--- src/sv/fbrm_pkg.sv ---
package fbrm_pkg;

    localparam int MAX_BUFFERS = 4;
    localparam int ADDR_REGS   = 4;
    // usable ring depth: smaller of the two limits, never below one
    localparam int RING_LIM_I  = (MAX_BUFFERS < ADDR_REGS) ? MAX_BUFFERS : ADDR_REGS;
    localparam int RING_LIM    = (RING_LIM_I < 1) ? 1 : RING_LIM_I;

    localparam int CNT_W  = 3;   // counts 0..4
    localparam int IDX_W  = 2;   // ring slot
    localparam int ADDR_W = 32;
    localparam int CIDX_W = 3;   // config register index
    localparam int KIND_W = 3;

    typedef enum logic [KIND_W-1:0] {
        KIND_GET_FREE   = 3'd0,
        KIND_PUT_READY  = 3'd1,
        KIND_GET_READY  = 3'd2,
        KIND_GET_LATEST = 3'd3,
        KIND_PUT_FREE   = 3'd4
    } t_kind;

    typedef enum logic [1:0] {
        ST_OK       = 2'd0,
        ST_NONE     = 2'd1,
        ST_RETRY    = 2'd2,
        ST_OVERFLOW = 2'd3
    } t_status;

    localparam logic [CIDX_W-1:0] REG_BUFFER_COUNT = 3'd0;
    localparam logic [CIDX_W-1:0] REG_ADDR_FIRST   = 3'd1;
    localparam logic [CIDX_W-1:0] REG_ADDR_LAST    = 3'd4;

    typedef logic [ADDR_REGS-1:0][ADDR_W-1:0] t_addr_array;

    // ring control from the register file to the core
    typedef struct packed {
        logic             init;       // buffer_count written this cycle
        logic [CNT_W-1:0] init_size;  // effective size being written
        logic [CNT_W-1:0] size;       // effective size in force
    } t_ring_ctl;

    function automatic logic [CNT_W-1:0] ring_size(input logic [CNT_W-1:0] count);
        logic [CNT_W-1:0] n;
        n = count;
        if (n == '0) begin
            n = CNT_W'(1);
        end
        if (n > CNT_W'(RING_LIM)) begin
            n = CNT_W'(RING_LIM);
        end
        return n;
    endfunction

endpackage

--- src/sv/frame_buffer_ring_manager.sv ---
// A command is registered in the input register, then in the result register, where
// its result shows with o_done high. Throughput: one command per cycle.
// Rate is set by the input register, the counter/index update logic and the
// result register. busy stays low; the receiver cannot stall results.
// Reset (synchronous, active low): buffer_count 1, addresses zero, one free buffer,
// nothing ready, both ring indices zero, no result pending.
module frame_buffer_ring_manager (
    input  logic                         i_clk,
    input  logic                         i_rst_n,
    // command beat
    input  logic                         start,
    output logic                         busy,
    input  logic [fbrm_pkg::KIND_W-1:0]  i_kind,
    input  logic                         i_should_wait,
    input  logic                         i_from_interrupt,
    // result beat
    output logic                         o_done,
    output logic [1:0]                   o_status,
    output logic [fbrm_pkg::ADDR_W-1:0]  o_buffer_address,
    output logic [fbrm_pkg::IDX_W-1:0]   o_slot_index,
    output logic [1:0]                   o_skipped_count,
    // configuration write beat
    input  logic                         i_cfg_valid,
    output logic                         o_cfg_ready,
    input  logic [fbrm_pkg::CIDX_W-1:0]  i_cfg_index,
    input  logic [fbrm_pkg::ADDR_W-1:0]  i_cfg_data
);

    fbrm_pkg::t_ring_ctl   w_ctl;
    fbrm_pkg::t_addr_array w_addr;
    fbrm_pkg::t_status     w_status;

    // input register
    logic                  r_in_valid;
    fbrm_pkg::t_kind       r_in_kind;
    logic                  r_in_wait;

    // Every command completes in one pass, so nothing ever holds the port off.
    assign busy        = 1'b0;
    assign o_cfg_ready = 1'b1;

    // i_from_interrupt picks the ceiling put; as both counts saturate at the
    // ring size that put behaves like the plain one, so the bit is not used.

    always_ff @(posedge i_clk) begin
        if (!i_rst_n) begin
            r_in_valid <= 1'b0;
        end else begin
            r_in_valid <= start && !busy;
        end
    end

    always_ff @(posedge i_clk) begin
        if (start && !busy) begin
            r_in_kind <= fbrm_pkg::t_kind'(i_kind);
            r_in_wait <= i_should_wait;
        end
    end

    // register file: ring size and slot addresses; a size write re-initialises the ring
    fbrm_cfg u_cfg (
        .i_clk       (i_clk),
        .i_rst_n     (i_rst_n),
        .i_cfg_valid (i_cfg_valid && o_cfg_ready),
        .i_cfg_index (i_cfg_index),
        .i_cfg_data  (i_cfg_data),
        .o_ctl       (w_ctl),
        .o_addr      (w_addr)
    );

    // counters, indices and the result register
    fbrm_core u_core (
        .i_clk            (i_clk),
        .i_rst_n          (i_rst_n),
        .i_valid          (r_in_valid),
        .i_kind           (r_in_kind),
        .i_wait           (r_in_wait),
        .i_ctl            (w_ctl),
        .i_addr           (w_addr),
        .o_done           (o_done),
        .o_status         (w_status),
        .o_buffer_address (o_buffer_address),
        .o_slot_index     (o_slot_index),
        .o_skipped_count  (o_skipped_count)
    );

    assign o_status = w_status;

endmodule

--- src/sv/fbrm_cfg.sv ---
module fbrm_cfg (
    input  logic                         i_clk,
    input  logic                         i_rst_n,
    input  logic                         i_cfg_valid,
    input  logic [fbrm_pkg::CIDX_W-1:0]  i_cfg_index,
    input  logic [fbrm_pkg::ADDR_W-1:0]  i_cfg_data,
    output fbrm_pkg::t_ring_ctl          o_ctl,
    output fbrm_pkg::t_addr_array        o_addr
);

    logic [fbrm_pkg::CNT_W-1:0] r_size;
    fbrm_pkg::t_addr_array      r_addr;
    logic                       w_size_wr;

    assign w_size_wr = i_cfg_valid && (i_cfg_index == fbrm_pkg::REG_BUFFER_COUNT);

    always_ff @(posedge i_clk) begin
        if (!i_rst_n) begin
            r_size <= fbrm_pkg::CNT_W'(1);
            r_addr <= '0;
        end else if (i_cfg_valid) begin
            if (w_size_wr) begin
                r_size <= fbrm_pkg::ring_size(i_cfg_data[fbrm_pkg::CNT_W-1:0]);
            end else if (i_cfg_index >= fbrm_pkg::REG_ADDR_FIRST &&
                         i_cfg_index <= fbrm_pkg::REG_ADDR_LAST) begin
                r_addr[fbrm_pkg::IDX_W'(i_cfg_index - fbrm_pkg::REG_ADDR_FIRST)] <= i_cfg_data;
            end
        end
    end

    assign o_ctl.init      = w_size_wr;
    assign o_ctl.init_size = fbrm_pkg::ring_size(i_cfg_data[fbrm_pkg::CNT_W-1:0]);
    assign o_ctl.size      = r_size;
    assign o_addr          = r_addr;

endmodule

--- src/sv/fbrm_core.sv ---
module fbrm_core (
    input  logic                         i_clk,
    input  logic                         i_rst_n,
    input  logic                         i_valid,
    input  fbrm_pkg::t_kind              i_kind,
    input  logic                         i_wait,
    input  fbrm_pkg::t_ring_ctl          i_ctl,
    input  fbrm_pkg::t_addr_array        i_addr,
    output logic                         o_done,
    output fbrm_pkg::t_status            o_status,
    output logic [fbrm_pkg::ADDR_W-1:0]  o_buffer_address,
    output logic [fbrm_pkg::IDX_W-1:0]   o_slot_index,
    output logic [1:0]                   o_skipped_count
);

    localparam int CW = fbrm_pkg::CNT_W;
    localparam int IW = fbrm_pkg::IDX_W;

    logic [CW-1:0] r_free, r_ready, n_free, n_ready;
    logic [IW-1:0] r_pi, r_ci, n_pi, n_ci;

    logic                 r_done;
    fbrm_pkg::t_status    r_status, n_status;
    logic [fbrm_pkg::ADDR_W-1:0] r_addr_out;
    logic [IW-1:0]        r_slot, n_slot;
    logic [1:0]           r_skip, n_skip;
    logic                 n_hand;

    logic [CW-1:0] w_n, w_pi, w_ci;
    logic [CW-1:0] w_last, w_ci_lat, w_free_lat;

    function automatic logic [IW-1:0] advance(input logic [CW-1:0] idx,
                                              input logic [CW-1:0] n);
        logic [CW-1:0] nx;
        nx = idx + CW'(1);
        return (nx >= n) ? '0 : nx[IW-1:0];
    endfunction

    always_comb begin
        w_n  = i_ctl.size;
        // indices stay below the ring size; guard anyway
        w_pi = ({1'b0, r_pi} >= w_n) ? '0 : {1'b0, r_pi};
        w_ci = ({1'b0, r_ci} >= w_n) ? '0 : {1'b0, r_ci};

        // get latest: jump straight to the newest ready slot
        w_last     = w_ci + r_ready - CW'(1);
        w_last     = (w_last >= w_n) ? w_last - w_n : w_last;
        w_ci_lat   = w_ci + r_ready;
        w_ci_lat   = (w_ci_lat >= w_n) ? w_ci_lat - w_n : w_ci_lat;
        w_free_lat = r_free + r_ready - CW'(1);
    end

    always_comb begin
        n_free   = r_free;
        n_ready  = r_ready;
        n_pi     = w_pi[IW-1:0];
        n_ci     = w_ci[IW-1:0];
        n_status = fbrm_pkg::ST_NONE;
        n_slot   = '0;
        n_skip   = '0;
        n_hand   = 1'b0;
        unique case (i_kind)
            fbrm_pkg::KIND_GET_FREE: begin
                if (r_free != '0) begin
                    n_free   = r_free - CW'(1);
                    n_slot   = w_pi[IW-1:0];
                    n_hand   = 1'b1;
                    n_pi     = advance(w_pi, w_n);
                    n_status = fbrm_pkg::ST_OK;
                end else begin
                    n_status = i_wait ? fbrm_pkg::ST_RETRY : fbrm_pkg::ST_NONE;
                end
            end
            fbrm_pkg::KIND_PUT_READY: begin
                if (r_ready >= w_n) begin
                    n_ready  = w_n;
                    n_status = fbrm_pkg::ST_OVERFLOW;
                end else begin
                    n_ready  = r_ready + CW'(1);
                    n_status = fbrm_pkg::ST_OK;
                end
            end
            fbrm_pkg::KIND_GET_READY: begin
                if (r_ready == '0) begin
                    n_status = fbrm_pkg::ST_RETRY;
                end else begin
                    n_ready  = r_ready - CW'(1);
                    n_slot   = w_ci[IW-1:0];
                    n_hand   = 1'b1;
                    n_ci     = advance(w_ci, w_n);
                    n_status = fbrm_pkg::ST_OK;
                end
            end
            fbrm_pkg::KIND_GET_LATEST: begin
                if (r_ready == '0) begin
                    n_status = fbrm_pkg::ST_RETRY;
                end else begin
                    // older ready beats go back to the free pool
                    n_ready  = '0;
                    n_slot   = w_last[IW-1:0];
                    n_hand   = 1'b1;
                    n_ci     = w_ci_lat[IW-1:0];
                    n_skip   = 2'(r_ready - CW'(1));
                    if (w_free_lat > w_n) begin
                        n_free   = w_n;
                        n_status = fbrm_pkg::ST_OVERFLOW;
                    end else begin
                        n_free   = w_free_lat;
                        n_status = fbrm_pkg::ST_OK;
                    end
                end
            end
            fbrm_pkg::KIND_PUT_FREE: begin
                if (r_free >= w_n) begin
                    n_free   = w_n;
                    n_status = fbrm_pkg::ST_OVERFLOW;
                end else begin
                    n_free   = r_free + CW'(1);
                    n_status = fbrm_pkg::ST_OK;
                end
            end
            default: begin
                n_status = fbrm_pkg::ST_NONE;
            end
        endcase
    end

    always_ff @(posedge i_clk) begin
        if (!i_rst_n) begin
            r_free  <= CW'(1);
            r_ready <= '0;
            r_pi    <= '0;
            r_ci    <= '0;
            r_done  <= 1'b0;
        end else begin
            r_done <= i_valid;
            if (i_ctl.init) begin
                r_free  <= i_ctl.init_size;
                r_ready <= '0;
                r_pi    <= '0;
                r_ci    <= '0;
            end else if (i_valid) begin
                r_free  <= n_free;
                r_ready <= n_ready;
                r_pi    <= n_pi;
                r_ci    <= n_ci;
            end
        end
    end

    always_ff @(posedge i_clk) begin
        if (i_valid) begin
            r_status   <= n_status;
            r_slot     <= n_slot;
            r_skip     <= n_skip;
            r_addr_out <= n_hand ? i_addr[n_slot] : '0;
        end
    end

    assign o_done           = r_done;
    assign o_status         = r_status;
    assign o_buffer_address = r_addr_out;
    assign o_slot_index     = r_slot;
    assign o_skipped_count  = r_skip;

endmodule

--- config.mk ---
export PLATFORM = sky130hd
export DESIGN_NAME = frame_buffer_ring_manager
export DESIGN_NICKNAME = d
export VERILOG_FILES = /design/src/sv/fbrm_pkg.sv /design/src/sv/frame_buffer_ring_manager.sv /design/src/sv/fbrm_cfg.sv /design/src/sv/fbrm_core.sv
export SDC_FILE = /design/constraint.sdc
export NUM_CORES = 1
export LEC_CHECK = 0
export BUFFER_PORTS_ARGS = -buffer_cell sky130_fd_sc_hd__buf_2
export CAP_MARGIN = 20
export CORE_ASPECT_RATIO = 1.75
export CORE_MARGIN = 2
export CORE_UTILIZATION = 40
export CTS_CLUSTER_SIZE = 16
export DETAILED_ROUTE_END_ITERATION = 10
export PLACE_DENSITY = 0.58
export SYNTH_ARGS = -nofsm -noshare
export SYNTH_HDL_FRONTEND = slang
export SYNTH_SLANG_ARGS = --single-unit
--- constraint.sdc ---
create_clock -name i_clk -period 6.2 [get_ports i_clk]
set_clock_uncertainty 0.2 [all_clocks]
set_input_delay 0.93 -clock i_clk [delete_from_list [all_inputs] [get_ports i_clk]]
set_output_delay 0.93 -clock i_clk [all_outputs]
set_load 0.02 [all_outputs]
Yosys cells after proc, flatten, opt, wreduce, memory -nomap -nowiden
Index checks and enable logic that the tools add are counted.

Flip-flop bits (word level): 185. Bits of input ports: 44. Output and inout port bits: 41. Word-level logic and storage cells: 123.

$add $sub $neg: 13. Order comparisons: 16. Eq/ne operators: 8. Multiplexer cells: 48. Bitwise gates (word level): 3. Reduce and logical (&&, ||, !) cells: 18.

Operators with widths (count): $bwmux W128 (1); $bmux W32 S2 (1); $demux W32 S2 (1); $mux W32 (2); $mux W3 (15); $mux W2 (20); $ge A3 B3 Y1 (6); $pmux W3 S3 (2); $add A3 B1 Y3 const B (4); $logic_not A3 Y1 (4); $sub A3 B1 Y3 const B (4); $pmux W2 S5 (1); $reduce_and A4 Y1 (2); $eq A3 B2 Y1 const B (2); $ge A2 B3 Y1 (2); $gt A3 B3 Y1 const B (2); $lt A2 B3 Y1 const B (2); $pmux W2 S3 (1); $reduce_bool A3 Y1 (2); $reduce_or A2 Y1 (3); $ne A2 B2 Y1 const B (2); $pmux W2 S2 (1); $reduce_bool A4 Y1 (1); $sub A2 B2 Y2 (2); other kinds (18) (23).

Logic depth before layout (Yosys ltp)
Depth in word-level cells: 10. Mapped depth: 20. Gate-level depth less buffers: 17.

By module
A second synthesis with hierarchy kept.

Cells, all modules: 935. Area, all modules: 8759.7 µm².

By module, submodules not included: fbrm_cfg (times used 1, cells an instance 549, area each 4636.9 µm², seq. area each 2622.5 µm²); fbrm_core (times used 1, cells an instance 376, area each 3953.8 µm², seq. area each 1361.3 µm²); frame_buffer_ring_manager (times used 1, cells an instance 10, area each 168.9 µm², seq. area each 140.1 µm²).

Least setup slack after synthesis
No wires, ideal clock.

Path kind: flip-flop to flip-flop. Start point: reg u_cfg.r_size[1] (netlist name). End point: reg u_core.r_addr_out (netlist bit u_core.o_buffer_address[0]) (data pin). Library setup time: 0.273 ns. Data arrival time: 3.875 ns. Data required time: 5.727 ns. Setup slack: 1.852 ns. Stages on the path, launching flop included: 20. Path buffers: 3. Clock period less this slack: 4.348 ns. Path through: dfxtp_1 -> inv_1 -> ha_1 -> nor2b_1 -> a221oi_2 -> ha_1 -> fa_1 -> inv_1 -> ha_1 -> xor2_1 -> ha_1 -> a21oi_1 -> o21ai_1 -> o221ai_1 -> and3_1 -> clkbuf_1 -> buf_6 -> buf_6 -> mux2i_1 -> o22ai_1.

Word-level cells in the longest chain between the ends: 10. Elaborated cells on any way between the ends: 15. Those cells by class: 3 x add/sub; 3 x order compare; 9 x mux.

Ends and longest elaborated chain: start: declaration (RTL line fbrm_cfg.sv:11) `logic [fbrm_pkg::CNT_W-1:0] r_size;`; start signal: assignment (RTL line fbrm_cfg.sv:19) `r_size <= fbrm_pkg::CNT_W'(1);`; start signal: assignment (RTL line fbrm_cfg.sv:23) `r_size <= fbrm_pkg::ring_size(i_cfg_data[fbrm_pkg::CNT_W-1:0]);`; $ge A2 B3 Y1 (RTL line fbrm_core.sv:43) `w_ci = ({1'b0, r_ci} >= w_n) ? '0 : {1'b0, r_ci};`; $mux W2 (RTL line fbrm_core.sv:43); $add A2 B3 Y3 (RTL line fbrm_core.sv:46) `w_last = w_ci + r_ready - CW'(1);`; $sub A3 B1 Y3 (RTL line fbrm_core.sv:46); $ge A3 B3 Y1 / $sub A2 B2 Y2 (equally long branches) (RTL line fbrm_core.sv:47) `w_last = (w_last >= w_n) ? w_last - w_n : w_last;`; $mux W2 (RTL line fbrm_core.sv:47); $mux W2 (RTL line fbrm_core.sv:95) `if (r_ready == '0) begin`; $pmux W2 S3 * (RTL line fbrm_core.sv:62) `unique case (i_kind)`; $bmux W32 S2 * (RTL line fbrm_core.sv:156) `r_addr_out <= n_hand ? i_addr[n_slot] : '0;`; $mux W32 (implied by the code) * (RTL line fbrm_core.sv:156); end signal: assignment (RTL line fbrm_core.sv:156); end: declaration (RTL line fbrm_core.sv:24) `logic [fbrm_pkg::ADDR_W-1:0] r_addr_out;`.

Every way passes the cells marked *; elsewhere a longest branch is shown, timed or not. The select of a mux whose other input is x is not followed. A chain may end at the register's enable or synchronous reset.

Worst setup path in the final report
Start point: reg u_cfg.r_size[1] (netlist name). End point: reg u_core.r_addr_out (netlist bit u_core.o_buffer_address[15]) (data pin).

Same word-level chain as after synthesis.

==> reports/metrics.yaml <==
status:
  status: "complete, no violations"
floorplan:
  die_w_um: 117
  ios: 85
  die_area_um2: 23600
  start_util_pct: 40.5
  die_y_um: 202
  rows: 72
  coreArea_um2: 22100
run:
  maxCapViolations: 0
yosys:
  synth_nets: 1058
  synth_cells: 975
  syn_avg_cell_area_um2: 9.18
  synth_top_area_share_pct: 32.0
  ys.flop_type: "dfxtp_1"
  synth_edf_count: 42
  yosys_warnings: 0
  seq_area_frac_synth_pct: 46.1
  yosysTopAreaCell: "dfxtp_1"
  ys_ff_latch: 185
  synthTopCellsByCount: "nand2_1 (272), dfxtp_1 (143), a21boi_0 (95), mux2i_1 (71), clkbuf_1 (48)"
  synth_cell_type_count: 65
  synthTopCellsByArea: "dfxtp_1 (32%), edfxtp_1 (14%), nand2_1 (11%), a21boi_0 (8.0%), mux2i_1 (7.9%)"
  async_flop_share_pct: 0
  netlist_area_um2: 8950
  synth.most_common_cell: "nand2_1"
layout:
  multiInputGateArea_um2: 4450
  seqCellArea_um2: 4130
  nets: 1104
  post_route_cells_drive_above_1_share_pct: 13.9
  antennaDiodeCount: 0
  fill_cells: 2201
  area_growth_pct: 13.5
sta:
  setup_slack_ps: 1030
  worst_slew_pin_slew_ps: 931
  min_period_ps: 5170
  fin_crit_sh_pct: 83.3
  rsz0062_at_grt: "no"
  finalSetupTns_ps: 0
  max_slew_margin_pct: 37.8
  setup_viol: 0
  finalHoldViolCount: 0
  timing.fmax_mhz: 194
  report.final.slew_viol_count: 0
  worst_hold_slack_ps: 253
worst_hold_path:
  hold_path_class: "flop to flop"
worst_setup_path:
  required_ps: 6150
  arrival_ps: 5120
  path_class: "flop to flop"
  end_kind: "flop"
  cp_max_fo: 16
  cp-start-kind: "flop"
power:
  leakage_nw: 4.10
  fin_total_pwr_w: 0.00265
  irDropWorstVdd_uv: 170
  powerDensity_nw_per_um2: 261
clock_tree:
  ctsHoldBuffers: 0
  cts_buffer_depth: 2
  ctsResizeCount: 0
  cts_tree: "done"
  post_cts_buffers: 0
  cts_made_buffers: 17
  root_buffer: "clkbuf_16"
  h-tree-depth: 4
  clk_pin_slew_ps: 70
  cts_sinks: 185
  insertion_delay_ps: 440
route:
  first_pass_iters: 6
  routed_via_density: 5.18
  drc: 0
  wl_per_cell_um: 16.9
  wl_mm: 22.5
  vias: 6890
  antenna_left: 0
  drtIter0Drc: 401
global_routing:
  grt.overflow.total: 0
  grt_first_pass_wirelength_mm: 35.6
  grt_start_max_net_pins: 72
  track_usage_pct: 19.6
  antenna_found_initial: 0
  grt_pass1_vias: 6696
placement:
  portBuffers: 81
  post-place-ws_ps: 1010
  gp_congestion: 0.856
  dp_hpwl_mm: 14.3
## kinds of logic (layout without fill, tap and decap cells)
logic type / Yosys count / count (layout) / synth area share [%]
and+or+nand+nor: 344 / 344 / 16.1
DFF: 185 / 185 / 46.1
AOI/OAI and AO/OA: 231 / 231 / 18.4
muxes: 73 / 73 / 8.19
adders and majority gates: 39 / 39 / 5.54
other: 2 / 2 / 0.0839
xor gates and xnor gates: 10 / 10 / 0.979
buffers and inverters: 91 / 149 / 4.59
## worst max-delay path: stages, from the launching register on
cell and delay, ps:
dfxtp_1 450, inv_1 270, ha_1 380, nor2b_1 180, a221oi_2 80, buf_4 190, ha_1 210, fa_1 570
inv_1 60, ha_1 200, xor2_1 170, ha_1 310, a21oi_1 120, o21ai_1 110, o221ai_1 200, and3_4 430
buf_4 340, mux2i_1 260, o22ai_1 120
## path summary, 6_finish.rpt
kind | endpoint | start | depth (start not counted) | slack, ps
max | u_core.o_buffer_address[15] | u_cfg.r_size[1] | 18 | 1030
min | u_cfg.o_addr[85] | u_cfg.o_addr[85] | 2 | 250
max reg2reg | u_core.o_buffer_address[15] | u_cfg.r_size[1] | 18 | 1030
min reg2reg | u_cfg.o_addr[85] | u_cfg.o_addr[85] | 2 | 250
## metrics by stage
step	utilization (%)	instance area (µm²)	cells
after floorplan	-	8950	975
after global placement	43.3	9560	1297
after detailed placement	43.4	9580	1298
after CTS	46.0	10200	1329
after global routing	46.0	10200	1329
final	46.0	10200	1329
## power breakdown
| group | internal (W) | switching (W) | total, W |
|---|---|---|---|
| registers | 0.00126 | 0.0000197 | 0.00128 |
| clock network | 0.000603 | 0.000480 | 0.00108 |
| logic | 0.000112 | 0.000171 | 0.000283 |
| total | 0.00198 | 0.000671 | 0.00265 |
## flip-flops by register name (all words and copies together), names as in the netlist, 2 cells and up
register and count:
u_cfg.o_addr 128, u_core.o_slot_index 2, u_core.o_skipped_count 2, u_core.r_ready 3, r_in_kind 3, u_core.r_pi 2
u_core.o_buffer_address 32, u_cfg.r_size 3, u_core.r_free 3, u_core.r_ci 2, u_core.o_status 2
## layout make-up
| class | count | share of cell area (%) |
|---|---|---|
| clock buffers | 20 | 4.40 |
| clock inverters | 11 | 1.23 |
| inverters | 25 | 0.924 |
| multi-input cells | 699 | 43.8 |
| flip-flops and latches | 185 | 40.6 |
| well taps | 296 | 3.65 |
| repair buffers | 93 | 5.35 |
## metal layers
layer	wire length (µm)	global-route usage, %	part of all wire, %	vias up
met2	11500	33.9	51	104
met4	509	7.14	2.3	0
met1	9750	24.3	43	3314
met3	662	3.27	2.9	28
li1	-	-	-	3444
met5	0	0	0	-
## cells in the final DEF, fill, tap and decap left out, drive strengths merged, types with 2 or more instances in the layout
| cell | count |
|---|---|
| nand3b | 4 |
| nand2b | 8 |
| xnor2 | 5 |
| nor3 | 7 |
| clkinvlp | 4 |
| dfxtp | 143 |
| and2 | 2 |
| a21oi | 18 |
| a221oi | 3 |
| buf | 93 |
| or2 | 4 |
| nor2 | 19 |
| a21o | 2 |
| a21boi | 130 |
| bufinv | 2 |
| ha | 38 |
| inv | 26 |
| conb | 2 |
| clkinv | 4 |
| a211oi | 5 |
| nand3 | 4 |
| xor2 | 5 |
| mux2 | 2 |
| edfxtp | 42 |
| mux2i | 71 |
| o221ai | 2 |
| a2111oi | 2 |
| o22ai | 34 |
| o21ai | 19 |
| o211ai | 2 |
| clkbuf | 20 |
| or3b | 2 |
| and3 | 4 |
| nand2 | 272 |
| nor2b | 12 |
Power figures use the tool's default switching activity.
